<file path="src/rtl/core/bfsp_pkg.sv">
package bfsp_pkg;

	localparam int MAX_VERTICES = 32;
	localparam int MAX_EDGES    = 1024;
	localparam int WEIGHT_BITS  = 16;

	localparam int VTX_W      = $clog2(MAX_VERTICES);
	localparam int VCNT_W     = $clog2(MAX_VERTICES + 1);
	localparam int EADDR_W    = $clog2(MAX_EDGES);
	localparam int ECNT_W     = $clog2(MAX_EDGES + 1);
	localparam int DIST_W     = 32;
	localparam int FIELD_VW   = 5;
	localparam int CMD_W      = 2;
	localparam int CFG_W      = 6;

	localparam logic [CMD_W-1:0] CMD_CLEAR = 2'd0;
	localparam logic [CMD_W-1:0] CMD_ADD   = 2'd1;
	localparam logic [CMD_W-1:0] CMD_RUN   = 2'd2;

	localparam logic [CFG_W-1:0] VCOUNT_RESET = CFG_W'(MAX_VERTICES);

	typedef struct packed {
		logic [VTX_W-1:0]       src;
		logic [VTX_W-1:0]       dst;
		logic [WEIGHT_BITS-1:0] weight;
	} edge_rec_t;

	typedef struct packed {
		logic               accept;
		logic               init;
		logic               edge_rd;
		logic               node_rd;
		logic               calc;
		logic               upd;
		logic               check;
		logic               out_rd;
		logic               out_emit;
		logic               neg_emit;
		logic               last;
		logic [EADDR_W-1:0] edge_idx;
		logic [VTX_W-1:0]   out_idx;
	} bfsp_cmd_t;

	typedef struct packed {
		logic [ECNT_W-1:0] edge_count;
		logic [VCNT_W-1:0] vcount;
		logic              neg_found;
	} bfsp_status_t;

endpackage

</file>
<file path="src/rtl/core/bfsp_ctrl.sv">
module bfsp_ctrl import bfsp_pkg::*; (
	input  logic               clk,
	input  logic               arst_n,
	input  logic               start,
	input  logic [CMD_W-1:0]   command,
	output logic               busy,
	output bfsp_cmd_t          cmd,
	input  bfsp_status_t       status
);

	localparam logic [3:0] ST_IDLE     = 4'd0;
	localparam logic [3:0] ST_INIT     = 4'd1;
	localparam logic [3:0] ST_EDGE_RD  = 4'd2;
	localparam logic [3:0] ST_NODE_RD  = 4'd3;
	localparam logic [3:0] ST_CALC     = 4'd4;
	localparam logic [3:0] ST_UPD      = 4'd5;
	localparam logic [3:0] ST_FINISH   = 4'd6;
	localparam logic [3:0] ST_OUT_RD   = 4'd7;
	localparam logic [3:0] ST_OUT_EMIT = 4'd8;
	localparam logic [3:0] ST_NEG_EMIT = 4'd9;

	logic [3:0]         state_q;
	logic [EADDR_W-1:0] edge_idx_q;
	logic [VCNT_W-1:0]  pass_q;
	logic [VTX_W-1:0]   out_idx_q;
	logic               check_q;
	logic               accept;
	logic               edge_last;
	logic               pass_last;
	logic               out_last;

	assign busy      = (state_q != ST_IDLE);
	assign accept    = start && !busy;
	assign edge_last = ((ECNT_W'(edge_idx_q) + ECNT_W'(1)) == status.edge_count);
	assign pass_last = ((pass_q + VCNT_W'(1)) == status.vcount);
	assign out_last  = ((VCNT_W'(out_idx_q) + VCNT_W'(1)) == status.vcount);

	always_ff @(posedge clk or negedge arst_n) begin
		if (!arst_n) begin
			state_q    <= ST_IDLE;
			edge_idx_q <= '0;
			pass_q     <= '0;
			out_idx_q  <= '0;
			check_q    <= 1'b0;
		end else begin
			case (state_q)
				ST_IDLE: begin
					if (accept && command == CMD_RUN) begin
						state_q <= ST_INIT;
					end
				end
				ST_INIT: begin
					edge_idx_q <= '0;
					pass_q     <= '0;
					out_idx_q  <= '0;
					check_q    <= 1'b0;
					if (status.edge_count == '0) begin
						state_q <= ST_FINISH;
					end else begin
						state_q <= ST_EDGE_RD;
					end
				end
				ST_EDGE_RD: state_q <= ST_NODE_RD;
				ST_NODE_RD: state_q <= ST_CALC;
				ST_CALC:    state_q <= ST_UPD;
				ST_UPD: begin
					if (edge_last) begin
						edge_idx_q <= '0;
						if (check_q) begin
							state_q <= ST_FINISH;
						end else begin
							// after the last relaxation pass comes the cycle check pass
							if (pass_last) begin
								check_q <= 1'b1;
							end else begin
								pass_q <= pass_q + VCNT_W'(1);
							end
							state_q <= ST_EDGE_RD;
						end
					end else begin
						edge_idx_q <= edge_idx_q + EADDR_W'(1);
						state_q    <= ST_EDGE_RD;
					end
				end
				ST_FINISH: begin
					if (status.neg_found) begin
						state_q <= ST_NEG_EMIT;
					end else begin
						state_q <= ST_OUT_RD;
					end
				end
				ST_OUT_RD: state_q <= ST_OUT_EMIT;
				ST_OUT_EMIT: begin
					if (out_last) begin
						state_q <= ST_IDLE;
					end else begin
						out_idx_q <= out_idx_q + VTX_W'(1);
						state_q   <= ST_OUT_RD;
					end
				end
				ST_NEG_EMIT: state_q <= ST_IDLE;
				default:     state_q <= ST_IDLE;
			endcase
		end
	end

	always_comb begin
		cmd          = '0;
		cmd.accept   = accept;
		cmd.init     = (state_q == ST_INIT);
		cmd.edge_rd  = (state_q == ST_EDGE_RD);
		cmd.node_rd  = (state_q == ST_NODE_RD);
		cmd.calc     = (state_q == ST_CALC);
		cmd.upd      = (state_q == ST_UPD);
		cmd.check    = check_q;
		cmd.out_rd   = (state_q == ST_OUT_RD);
		cmd.out_emit = (state_q == ST_OUT_EMIT);
		cmd.neg_emit = (state_q == ST_NEG_EMIT);
		cmd.last     = (state_q == ST_OUT_EMIT) && out_last;
		cmd.edge_idx = edge_idx_q;
		cmd.out_idx  = out_idx_q;
	end

	a_upd_after_calc: assert property (@(posedge clk) disable iff (!arst_n)
		state_q == ST_UPD |-> $past(state_q) == ST_CALC)
		else $error("update step without a preceding calc step");

	a_neg_after_finish: assert property (@(posedge clk) disable iff (!arst_n)
		state_q == ST_NEG_EMIT |-> $past(state_q) == ST_FINISH && status.neg_found)
		else $error("negative cycle result without a finished check pass");

	a_out_idx_range: assert property (@(posedge clk) disable iff (!arst_n)
		state_q == ST_OUT_EMIT |-> (VCNT_W'(out_idx_q) < status.vcount))
		else $error("result index beyond vertex count");

	a_last_ends_run: assert property (@(posedge clk) disable iff (!arst_n)
		cmd.last |=> state_q == ST_IDLE)
		else $error("run did not end after its last result");

endmodule

</file>
<file path="config.mk">
export PLATFORM = sky130hd
export DESIGN_NAME = bfsp_ctrl
export DESIGN_NICKNAME = d
export VERILOG_FILES = /design/src/rtl/core/bfsp_pkg.sv /design/src/rtl/core/bfsp_ctrl.sv
export SDC_FILE = /design/constraint.sdc
export NUM_CORES = 1
export LEC_CHECK = 0
export BUFFER_PORTS_ARGS = -buffer_cell sky130_fd_sc_hd__buf_2
export CAP_MARGIN = 20
export CELL_PAD_IN_SITES_DETAIL_PLACEMENT = 2
export CELL_PAD_IN_SITES_GLOBAL_PLACEMENT = 2
export CORE_MARGIN = 5
export CORE_UTILIZATION = 31
export DETAILED_ROUTE_END_ITERATION = 6
export PLACE_DENSITY_LB_ADDON = 0.1
export SLEW_MARGIN = 20
export SYNTH_ARGS = -nofsm -noshare
export SYNTH_HDL_FRONTEND = slang
export SYNTH_SLANG_ARGS = --single-unit
</file>
<file path="constraint.sdc">
create_clock -name clk -period 3.6 [get_ports clk]
set_clock_uncertainty 0.1 [all_clocks]
set_input_delay 0.18 -clock clk [delete_from_list [all_inputs] [get_ports clk]]
set_output_delay 0.18 -clock clk [all_outputs]
set_load 0.05 [all_outputs]
</file>
Word level (Yosys, flattened, before mapping)

Index checks and enable logic that the tools add are counted.

$add $sub $neg: 5
Eq/ne operators: 18
Multiplexer cells: 19
Reduce and logical (&&, ||, !) cells: 12

Operators by type and width:

| operator                                      | number |
|---|---|
| one-hot mux 4 bit (9 select lines)            | 1 |
| one-hot mux 10 bit (2 select lines)           | 1 |
| 2-to-1 mux 6 bit                              | 3 |
| == test 4 x 3 -> 1 bit, second input constant | 4 |
| == test 6 bit                                 | 2 |
| 2-to-1 mux 4 bit                              | 3 |
| one-hot mux 6 bit (2 select lines)            | 1 |
| adder 10 x 1 -> 11 bit, second input constant | 1 |
| == test 11 bit                                | 1 |
| logical NOT 11 bit                            | 1 |
| adder 10 x 1 -> 10 bit, second input constant | 1 |
| 2-to-1 mux 10 bit                             | 1 |
| one-hot mux 5 bit (2 select lines)            | 1 |
| 2-to-1 mux 3 bit                              | 3 |
| == test 4 x 2 -> 1 bit, second input constant | 2 |
| == test 4 bit, second input constant          | 2 |
| inequality test 2 bit, second input constant  | 4 |
| adder 5 x 1 -> 6 bit, second input constant   | 1 |
| adder 6 x 1 -> 6 bit, second input constant   | 1 |
| adder 5 x 1 -> 5 bit, second input constant   | 1 |
| 2-to-1 mux 5 bit                              | 1 |
| == test 4 x 1 -> 1 bit, second input constant | 1 |
| logical NOT 4 bit                             | 1 |
| AND reduction 2 bit                           | 2 |
| 9 further kinds                               | 14 |

Register bits after elaboration: 26
Bits of input ports: 23
Logic and storage cells: 59

Depth between registers and ports, before layout

Gate-level depths: netlist of the first run.

Depth after elaboration: 6
Mapped depth: 9

Worst setup path after synthesis of the first run

OpenSTA, ideal clock, no wires.

Path kind: reg2out
Start: register out_idx_q[0]
End: output port cmd[15] (netlist bit)
Data arrival time: 3.067 ns
Required time: 3.320 ns
Setup slack: 0.253 ns
Stages on the path, launching flop included: 7
Buffers on the path: 0
Path through: dfrtp_1 ha_1 nand3_1 xor2_1 xor2_1 nand4_1 nor4_1

RTL lines:

| element                | RTL line        | RTL |
|---|---|---|
| from (decl)            | bfsp_ctrl.sv:25 | `logic [VTX_W-1:0] out_idx_q;` |
| from (signal assigned) | bfsp_ctrl.sv:97 | `out_idx_q <= out_idx_q + VTX_W'(1);` |
| to (decl)              | bfsp_ctrl.sv:7  | `output bfsp_cmd_t cmd,` |

Worst setup path in the final report of the first run

Start: register edge_idx_q[0]
End: register edge_idx_q[2]

Longest elaborated chain between the ends: 4
Elaborated cells on any way between the ends: 5
Those cells by class: add/sub (2); eq/ne (1); mux (2)

RTL lines:

| element                                 | RTL line        | RTL |
|---|---|---|
| from (decl)                             | bfsp_ctrl.sv:23 | `logic [EADDR_W-1:0] edge_idx_q;` |
| from (signal assigned)                  | bfsp_ctrl.sv:81 | `edge_idx_q <= edge_idx_q + EADDR_W'(1);` |
| adder 10 x 1 -> 11 bit                  | bfsp_ctrl.sv:34 | `assign edge_last = ((ECNT_W'(edge_idx_q) + ECNT_W'(1)) == status.edge_count);` |
| == test 11 bit                          | bfsp_ctrl.sv:34 |  |
| 2-to-1 mux 10 bit (*)                   | bfsp_ctrl.sv:67 | `if (edge_last) begin` |
| one-hot mux 10 bit (2 select lines) (*) | bfsp_ctrl.sv:46 | `case (state_q)` |

Mark *: on every way between the ends. The rest lies on a longest branch, timed or not.
A chain may end at the register's enable or synchronous reset.

==> results of run 1 <==
[worst max-delay path by stage]
| stage | end | slack [ns] | cells past startpoint |
|---|---|---|---|
| after global routing | edge_idx_q[2]$_DFFE_PN0P_ | 0.25 | 8 |
| after CTS | edge_idx_q[2]$_DFFE_PN0P_ | 0.49 | 8 |
| after floorplan | cmd[15] | 0.25 | 6 |
| final | edge_idx_q[2]$_DFFE_PN0P_ | 0.51 | 8 |
| after detailed placement | edge_idx_q[2]$_DFFE_PN0P_ | 0.48 | 8 |
| after global placement | edge_idx_q[2]$_DFFE_PN0P_ | 0.69 | 8 |
[critical path, delay by kind of cell, from the launching register on]
kind	cells	cell delay, ns
simple gates	4	1.28
compound gates	3	0.85
flops	1	0.44
fa+ha+maj	1	0.33
[flip-flops by register name (all words and copies together), names as in the netlist]
register	count
out_idx_q	5
edge_idx_q	10
check_q	1
state_q	4
pass_q	6
[cell type report]
class / instances / area [um2] / share of cell area
well taps: 77 / 96.3 / 0.0411
flip-flops and latches: 26 / 651 / 0.278
clock buffers: 4 / 55.1 / 0.0235
inverters: 8 / 30.0 / 0.0128
multi-input cells: 194 / 1250 / 0.533
repair buffers: 51 / 263 / 0.112
[metrics by stage]
step | util | power (uW) | setup WS [ns] | hold slack [ns] | std cells
after detailed placement | 0.361 | 965 | 0.483 | 0.156 | 355
after floorplan | - | 801 | 0.253 | -0.216 | 244
after global routing | 0.371 | 1240 | 0.251 | 0.0838 | 360
after CTS | 0.371 | 1170 | 0.494 | 0.0601 | 360
after global placement | 0.361 | 955 | 0.688 | 0.144 | 355
final | 0.371 | 1150 | 0.507 | 0.0613 | 360
[repair_timing]
action / 4_1_cts / 5_1_grt
hold buffers: 1 / 0
setup buffers: 0 / 0
hold endpoints to repair: 26 / 0
setup endpoints to repair: 0 / 0
[cells in the final DEF (no fill, tap or decap), drive strengths merged, types with 2 or more instances in the layout]
cell type,Yosys,final
o311ai,4,4
a21o,4,4
o31ai,6,6
o311a,2,2
dfrtp,26,26
a22o,3,3
ha,3,3
o21ai,16,16
xnor2,14,14
and2,3,3
nor2b,3,3
nor2,14,14
nand4,6,6
xor2,13,13
nor3,9,9
nor4,4,4
and3,6,6
clkbuf,10,4
a21oi,9,9
buf,6,50
nand3,15,15
inv,8,8
o211ai,3,3
o21bai,3,3
nand2b,5,5
a31oi,4,4
nor3b,4,4
or2,3,3
or4,2,2
nand2,22,22
[metal layers]
metal	up-vias	part of all wire	global-route usage	wire length, um
met5	-	0	0	0
met4	0	0.011	0.0310	70
met2	45	0.47	0.273	3100
li1	958	-	-	-
met3	6	0.041	0.0283	265
met1	962	0.47	0.214	3090
[cell families after synthesis]
kind of cell / count (synthesis)
AND/OR/NAND/NOR: 102
AO/OA/AOI/OAI: 60
XOR/XNOR: 27
flip-flops: 26
buffers and inverters: 24
adder cells (fa/ha/maj): 3
multiplexers: 2
[Yosys cell counts, drive strengths merged, types with 5 or more instances]
library cell and number:
xnor2 14, o31ai 6, nand2b 5, and3 6, buf 6, inv 8
o21ai 16, nand4 6, nand2 22, nor2 14, nand3 15, xor2 13
dfrtp 26, nor3 9, clkbuf 10, a21oi 9
[power by group]
| part | switching (uW) | internal (uW) |
|---|---|---|
| combinational | 399 | 158 |
| sequential | 69.4 | 325 |
| clock | 104 | 98.0 |
| total | 573 | 580 |
==> key figures, run 1 <==
Yosys
  • Simple-gate share of the synthesized area: 0.273
  • Largest family of logic cells by synthesized area: simple AND/OR/NAND/NOR gates
  • FF+latch count, synth: 26
  • Multiplexer share of the synthesized area: 0.0106
  • Post-synthesis sequential area ratio: 0.325
  • Number of synthesized flops with an enable pin: 0
  • Cell area after synthesis: around 2000 um2
  • Synth top area share: 0.325
  • Distinct cells, synth: 50
  • Syn Inst Count: roughly 240
  • Synth Area in XOR/XNOR: 0.118
  • Syn nets: 270
  • Yosys warns: 0
  • Synthesized area per cell: between 8 and 9 um2
  • Synth Area in Compound Gates: 0.203
  • Area leader, netlist: dfrtp_1
  • Synth top area cells: dfrtp_1 (32%), xnor2_1 (6.1%), xor2_1 (5.7%), nand2_1 (4.1%), o21ai_0 (3.7%)
  • Post-synth ARST share: 1.00
  • Post-synthesis adder-cell area fraction: 0.0187
  • Top_reg_cell synth: dfrtp_1

Setup path
  • Worst R2R Start: edge_idx_q[0]$_DFFE_PN0P_
  • R2R Path End: edge_idx_q[2]$_DFFE_PN0P_
  • Reg2reg path depth: 8
  • Slowest-stage cell, CP: nor4_1
  • Critical Path Fanout Max: 11
  • Setup slack, reg-to-reg: 0.51 ns
  • Crit path from: edge_idx_q[0]$_DFFE_PN0P_
  • Critical path class: flip-flop to flip-flop
  • Crit path capture type: flip-flop
  • Worst EP arrival: 3.17 ns
  • Critical-path cell list: ha_1 -> nand3_2 -> or2_1 -> o31a_1 -> nor4_1 -> a21oi_1 -> and3_1 -> a21o_1
  • Max incr delay on CP: 0.57 ns
  • Element type at the critical path start: flip-flop
  • Critical Path RT: 3.68 ns

GRT
  • GRT Total Usage: 0.161
  • Remaining Overflow, GRT: 0
  • Initial antenna violation count: 0
  • Vias in the first global route: 2139
  • First-pass GRT wire length: around 11000 um
  • Largest net degree at the start of global routing: 27

Detailed routing
  • Initial DRC Count: 67
  • Antenna Violating Nets Remaining: 0
  • Pre-antenna DRT Iters: 4
  • Routed WL: 6530 um
  • Drc violations: 0
  • Routed via count: 1971
  • DR vias/cell: 5.48
  • Avg WL per Cell: 18.1 um

Placed design
  • Port buffer count: 49
  • Area after DPL: about 2300 um2
  • Hpwl dp: 5100 um
  • Gpl congestion: 0.778

Die
  • Row cnt: 29
  • Die Y-Extent: roughly 90 um
  • Initial Util: 0.317
  • Core area: 6310 um2
  • Die X-Extent: 90.4 um
  • Die Area: 8170 um2
  • IO Count: 50

Layout
  • Layout cells sized above 1: 0.216
  • Final Cell Area: 2340 um2
  • NumNets Final: 310
  • Synth-to-Final Area Change: 17.0%
  • Antenna diodes: 0
  • Fillers: 749

Pwr
  • Lkg Pwr: 0.00107 uW
  • Cell Pwr Density: 492 nW/um2
  • Max rail drop VDD: roughly 290 uV

STA
  • Final min period: 3.09 ns
  • Worst Tran Pin Value: 0.922 ns
  • Pins over their slew limit: 0
  • Achievable Freq: around 0.32 GHz
  • Rel. slew slack: 0.385
  • Final Cycle Share: 0.859
  • Hold Vio Cnt, Final: 0
  • Final setup viols: 0
  • Setup_tns: 0 ns
  • RSZ-0062 raised after global routing: no

CTS
  • Clock Tree Buf Depth: 2
  • TritonCTS buffer count: 3
  • Clock sink count: 26
  • TritonCTS clock tree: yes
  • Clock Latency Late Sink: 0.27 ns
  • H-tree levels: 1
  • Post-CTS sizing: 0
  • Root buf cell: clkbuf_8
  • CTS clock-pin slew for the worst setup and hold paths: 0.10 ns

Min path
  • Hold_sp: status[0]
  • Hold Path Class: input pin to flip-flop
  • Hold Path Sink: state_q[3]$_DFFE_PN0P_
  • Hold Path Stages: 3

Run
  • Max-cap violations: 0

Status
  • Status: finished, final reports clean
No activity file was read; power rests on OpenSTA's default activity.
==> run 2: changes to the inputs <==
- CELL_PAD_IN_SITES_DETAIL_PLACEMENT: 2 -> 1
- CELL_PAD_IN_SITES_GLOBAL_PLACEMENT: 2 -> 1
- CORE_UTILIZATION: 31 -> 39
==> key figures, run 2 (synthesized netlist as in run 1, its figures left out) <==
Status
  • Status: finished, final reports clean

Setup path
  • Slowest-stage cell, CP: nor4_1
  • Max incr delay on CP: 0.54 ns
  • Delay-heaviest family, CP: simple AND/OR/NAND/NOR gates
  • Crit path capture type: flip-flop
  • Reg2reg path depth: 8
  • Critical Path RT: 3.67 ns
  • Critical Path Fanout Max: 11
  • Setup slack, reg-to-reg: 0.54 ns
  • Worst path buffer plus inverter count: 0
  • Element type at the critical path start: flip-flop
  • Critical-path cell list: ha_1 -> nand3_2 -> or2_1 -> o31a_1 -> nor4_1 -> a21oi_1 -> and3_1 -> a21o_1
  • Critical path class: flip-flop to flip-flop
  • Worst EP arrival: 3.13 ns
  • Critical path depth: 8

Placed design
  • Hpwl dp: 4350 um
  • Dpl cells: 348
  • Port buffer count: 49
  • Gpl congestion: 0.789

STA
  • Achievable Freq: 0.326 GHz
  • Final Cycle Share: 0.851
  • Hold Vio Cnt, Final: 0
  • Rel. slew slack: 0.410
  • Pins over their slew limit: 0
  • RSZ-0062 raised after global routing: no
  • Worst hold margin: 0.0553 ns
  • Final min period: 3.06 ns
  • Worst Tran Pin Value: ~0.9 ns
  • Setup_tns: 0 ns
  • Final setup viols: 0

Layout
  • Layout cells sized above 1: 0.213
  • Synth-to-Final Area Change: 15.9%
  • Fillers: 629
  • Final std cells w/o fill: 352
  • Most frequent cells in the layout: buf_2 (49), dfrtp_1 (26), nand2_1 (22)
  • Multi-input gate area: 1250 um2
  • Seq. cell area: 651 um2
  • Antenna diodes: 0
  • NumNets Final: 310
  • Commonest non-fill, non-tap cell in the layout: buf_2
  • Largest Register: edge_idx_q
  • Max FFs per register: 10
  • Top Registers: edge_idx_q x10, pass_q x6, out_idx_q x5

CTS
  • Post-CTS sizing: 0
  • Root buf cell: clkbuf_8
  • H-tree levels: 1
  • Clock sink count: 26
  • TritonCTS clock tree: yes
  • Clock Latency Late Sink: 0.27 ns
  • Clock Tree Buf Depth: 2
  • CTS clock-pin slew for the worst setup and hold paths: about 0.1 ns
  • Setup Fix Bufs, Post-CTS: 0
  • TritonCTS buffer count: 3

Die
  • Initial Util: 0.397
  • Die Y-Extent: 81.7 um
  • Die X-Extent: 81.7 um
  • IO Count: 50
  • Core area: slightly above 5000 um2
  • Row cnt: 26
  • Die Area: 6670 um2

Run
  • Max-cap violations: 0

GRT
  • GRT Total Usage: 0.178
  • Largest net degree at the start of global routing: 27
  • First-pass GRT wire length: 9400 um
  • Vias in the first global route: slightly below 2000
  • Initial antenna violation count: 0
  • Remaining Overflow, GRT: 0

Detailed routing
  • DR vias/cell: 5.51
  • Avg WL per Cell: 16.1 um
  • Drc violations: 0
  • Routed via count: 1940
  • Antenna Violating Nets Remaining: 0
  • Pre-antenna DRT Iters: 4
  • Initial DRC Count: 42
  • Routed WL: 5660 um

Min path
  • Hold Path Stages: 3
  • Hold Path Class: input pin to flip-flop

Pwr
  • Lkg Pwr: 0.00106 uW
  • Max rail drop VDD: 257 uV
  • Cell Pwr Density: roughly 480 nW/um2
[run 2: stage by stage]
step	utilization	area (um2)	setup WS, ns	total power, uW
global route	0.460	2320	0.295	1180
detailed placement	0.450	2270	0.570	948
floorplan	-	2000	0.253	801
finish	0.460	2320	0.536	1110
global placement	0.450	2270	0.707	937
CTS	0.460	2320	0.541	1120
[run 2: path summary, 6_finish.rpt]
kind / to / startpoint
max: edge_idx_q[2]$_DFFE_PN0P_ / edge_idx_q[0]$_DFFE_PN0P_
min: state_q[3]$_DFFE_PN0P_ / status[0]
max reg2reg: edge_idx_q[2]$_DFFE_PN0P_ / edge_idx_q[0]$_DFFE_PN0P_
min reg2reg: pass_q[5]$_DFFE_PN0P_ / pass_q[5]$_DFFE_PN0P_
max in group asynchronous: pass_q[0]$_DFFE_PN0P_ / arst_n
min in group asynchronous: edge_idx_q[6]$_DFFE_PN0P_ / arst_n
[run 2: layer usage]
metal	vias up	GRT usage	routed length, um
met4	0	0.0399	53
met5	-	0	0
li1	960	-	-
met1	931	0.239	2600
met3	4	0.0230	319
met2	45	0.306	2690
[run 2: area by class of cell]
| class | count | share of cell area |
|---|---|---|
| Sequential cell | 26 | 0.280 |
| Tap cell | 70 | 0.0377 |
| Inverter | 8 | 0.0129 |
| Clock buffer | 3 | 0.0178 |
| Timing Repair Buffer | 51 | 0.113 |
| Multi-Input combinational cell | 194 | 0.538 |
[run 2: repair_timing]
action | 4_1_cts | 5_1_grt
setup endpoints to repair | 0 | 0
hold endpoints to repair | 26 | 0
hold buffers | 1 | 0
[run 2: where the power goes]
group          switching, uW  leakage [uW]  internal, uW
clock network           94.3     0.0000216          75.0
logic                    393      0.000684           158
registers               65.7      0.000358           325
total                    553       0.00106           557
[run 2: worst reg2reg max path, delay by kind of cell, from the launching register on]
kind                       cells  cell delay, ns
adders and majority gates      1            0.33
AOI/OAI and AO/OA              3            0.82
DFF                            1            0.45
and+or+nand+nor                4            1.26
==> run 3: changes to the inputs <==
- BUFFER_PORTS_ARGS: -buffer_cell sky130_fd_sc_hd__buf_2 -> default
- CORE_UTILIZATION: 39 -> 46
- DONT_BUFFER_PORTS: default -> 1
- RECOVER_POWER: default -> 100
==> key figures, run 3 (synthesized netlist as in run 1, its figures left out) <==
Status
  • Status: finished with violations
  • Failing checks: max-capacitance violations, max-slew violations

STA
  • Rel. slew slack: -0.0826
  • Final Cycle Share: 0.897
  • Achievable Freq: 0.310 GHz
  • Final setup viols: 0
  • Worst Tran Pin Value: 1.61 ns
  • Pins over their slew limit: 30
  • Setup_tns: 0 ns
  • Hold Vio Cnt, Final: 0
  • Final min period: 3.23 ns
  • RSZ-0062 raised after global routing: no

Detailed routing
  • Avg WL per Cell: 19.3 um
  • Antenna Violating Nets Remaining: 0
  • Drc violations: 0
  • Pre-antenna DRT Iters: 4
  • Routed via count: around 1800
  • Routed WL: 5740 um
  • DR vias/cell: approximately 6.2
  • Initial DRC Count: 53

GRT
  • Largest net degree at the start of global routing: 27
  • First-pass GRT wire length: about 10000 um
  • Remaining Overflow, GRT: 0
  • Initial antenna violation count: 0
  • GRT Total Usage: 0.200
  • Vias in the first global route: 1994

Layout
  • Synth-to-Final Area Change: 6.81%
  • Layout cells sized above 1: 0.0732
  • Final Cell Area: 2140 um2
  • Antenna diodes: 0
  • Top Registers: edge_idx_q x10, pass_q x6, out_idx_q x5
  • Fillers: 519
  • Max FFs per register: 10
  • NumNets Final: 274
  • Most frequent cells in the layout: dfrtp_1 (26), nand2_1 (22), o21ai_0 (15)
  • Largest Register: edge_idx_q
  • Commonest non-fill, non-tap cell in the layout: dfrtp_1
  • Layout Utilization: 0.498

Die
  • Row cnt: 24
  • Core area: 4290 um2
  • IO Count: 50
  • Die Area: 5770 um2
  • Die X-Extent: roughly 76 um
  • Die Y-Extent: 76.0 um
  • Initial Util: 0.466

Setup path
  • Slowest-stage cell, CP: dfrtp_1
  • Worst EP arrival: 3.30 ns
  • Delay-heaviest family, CP: compound AO/OA/AOI/OAI gates
  • Critical Path Fanout Max: 9
  • Critical-path cell list: nand4_1 -> or2_0 -> o31a_1 -> or4_1 -> o21ai_1 -> o21ai_0 -> a22o_1
  • Crit path capture type: flip-flop
  • Worst path buffer plus inverter count: 0
  • Max incr delay on CP: 0.80 ns
  • Critical Path RT: 3.67 ns
  • Critical path class: flip-flop to flip-flop
  • Element type at the critical path start: flip-flop

CTS
  • CTS clock-pin slew for the worst setup and hold paths: about 0.1 ns
  • H-tree levels: 1
  • TritonCTS buffer count: 3
  • Root buf cell: clkbuf_8
  • Clock Tree Buf Depth: 2
  • Clock Latency Late Sink: 0.28 ns
  • TritonCTS clock tree: yes
  • Clock sink count: 26
  • Setup Fix Bufs, Post-CTS: 0

Pwr
  • Overall Power: ~1100 uW
  • Clock network fraction of design power: 0.165
  • Cell Pwr Density: roughly 500 nW/um2
  • Logic pwr share: 0.475
  • Max rail drop VDD: 195 uV
  • Lkg Pwr: approximately 0.0009 uW
  • Register share of total power: 0.360
  • Switching power: around 550 uW
  • Sw frac: 0.508
  • Internal: 528 uW

Placed design
  • Area after DPL: 2110 um2
  • Hpwl dp: about 4500 um
  • Port buffer count: 0
  • Gpl congestion: 0.884

Run
  • Max-cap violations: 3

Min path
  • Hold Path Class: input pin to flip-flop
==> run 3: power by group through the flow <==
stage	clock, uW	combinational [uW]	sequential (uW)
floorplan	0	389	412
global placement	0	505	390
detailed placement	0	520	396
CTS	176	532	390
global route	185	554	393
finish	177	511	387
==> run 3: path summary, 6_finish.rpt <==
check	from	endpoint	slack [ns]	cells after the start
max	edge_idx_q[4]$_DFFE_PN0P_	edge_idx_q[3]$_DFFE_PN0P_	0.37	7
min	status[0]	state_q[2]$_DFFE_PN0P_	0.09	3
max reg2reg	edge_idx_q[4]$_DFFE_PN0P_	edge_idx_q[3]$_DFFE_PN0P_	0.37	7
min reg2reg	pass_q[0]$_DFFE_PN0P_	pass_q[0]$_DFFE_PN0P_	0.47	1
max in group asynchronous	arst_n	out_idx_q[4]$_DFFE_PN0P_	1.82	2
min in group asynchronous	arst_n	edge_idx_q[1]$_DFFE_PN0P_	0.70	2
==> run 3: layout make-up <==
type	count	area, um2	area share
Sequential cell	26	651	0.304
Tap cell	52	65.1	0.0304
Timing Repair Buffer	15	95.1	0.0444
Clock buffer	3	41.3	0.0193
Multi-Input combinational cell	194	1260	0.588
Inverter	8	30.0	0.0140
==> run 3: routing by layer <==
layer / vias to the layer above / GRT usage / wire [um]
met5: - / 0 / 0
met1: 910 / 0.254 / 2580
met4: 0 / 0.0658 / 65
met2: 45 / 0.329 / 2760
met3: 6 / 0.0485 / 336
li1: 888 / - / -
==> run 3: through the flow <==
step                      hold slack, ns  std cells  setup slack, ns
after detailed placement          -0.215        292            0.473
after global routing               0.112        298            0.142
after global placement            -0.215        292            0.647
final                             0.0909        298            0.371
after floorplan                   -0.216        244            0.253
after CTS                          0.110        298            0.444
==> run 3: tightest hold or removal path, cell delays in order <==
cell and delay (ns):
nor2_1 0.03, o21bai_1 0.12, o211ai_1 0.09
==> run 3: repair_timing <==
action	CTS	global route
endpoints found under the hold margin	27	0
gates resized for setup	0	0
hold buffers	3	0
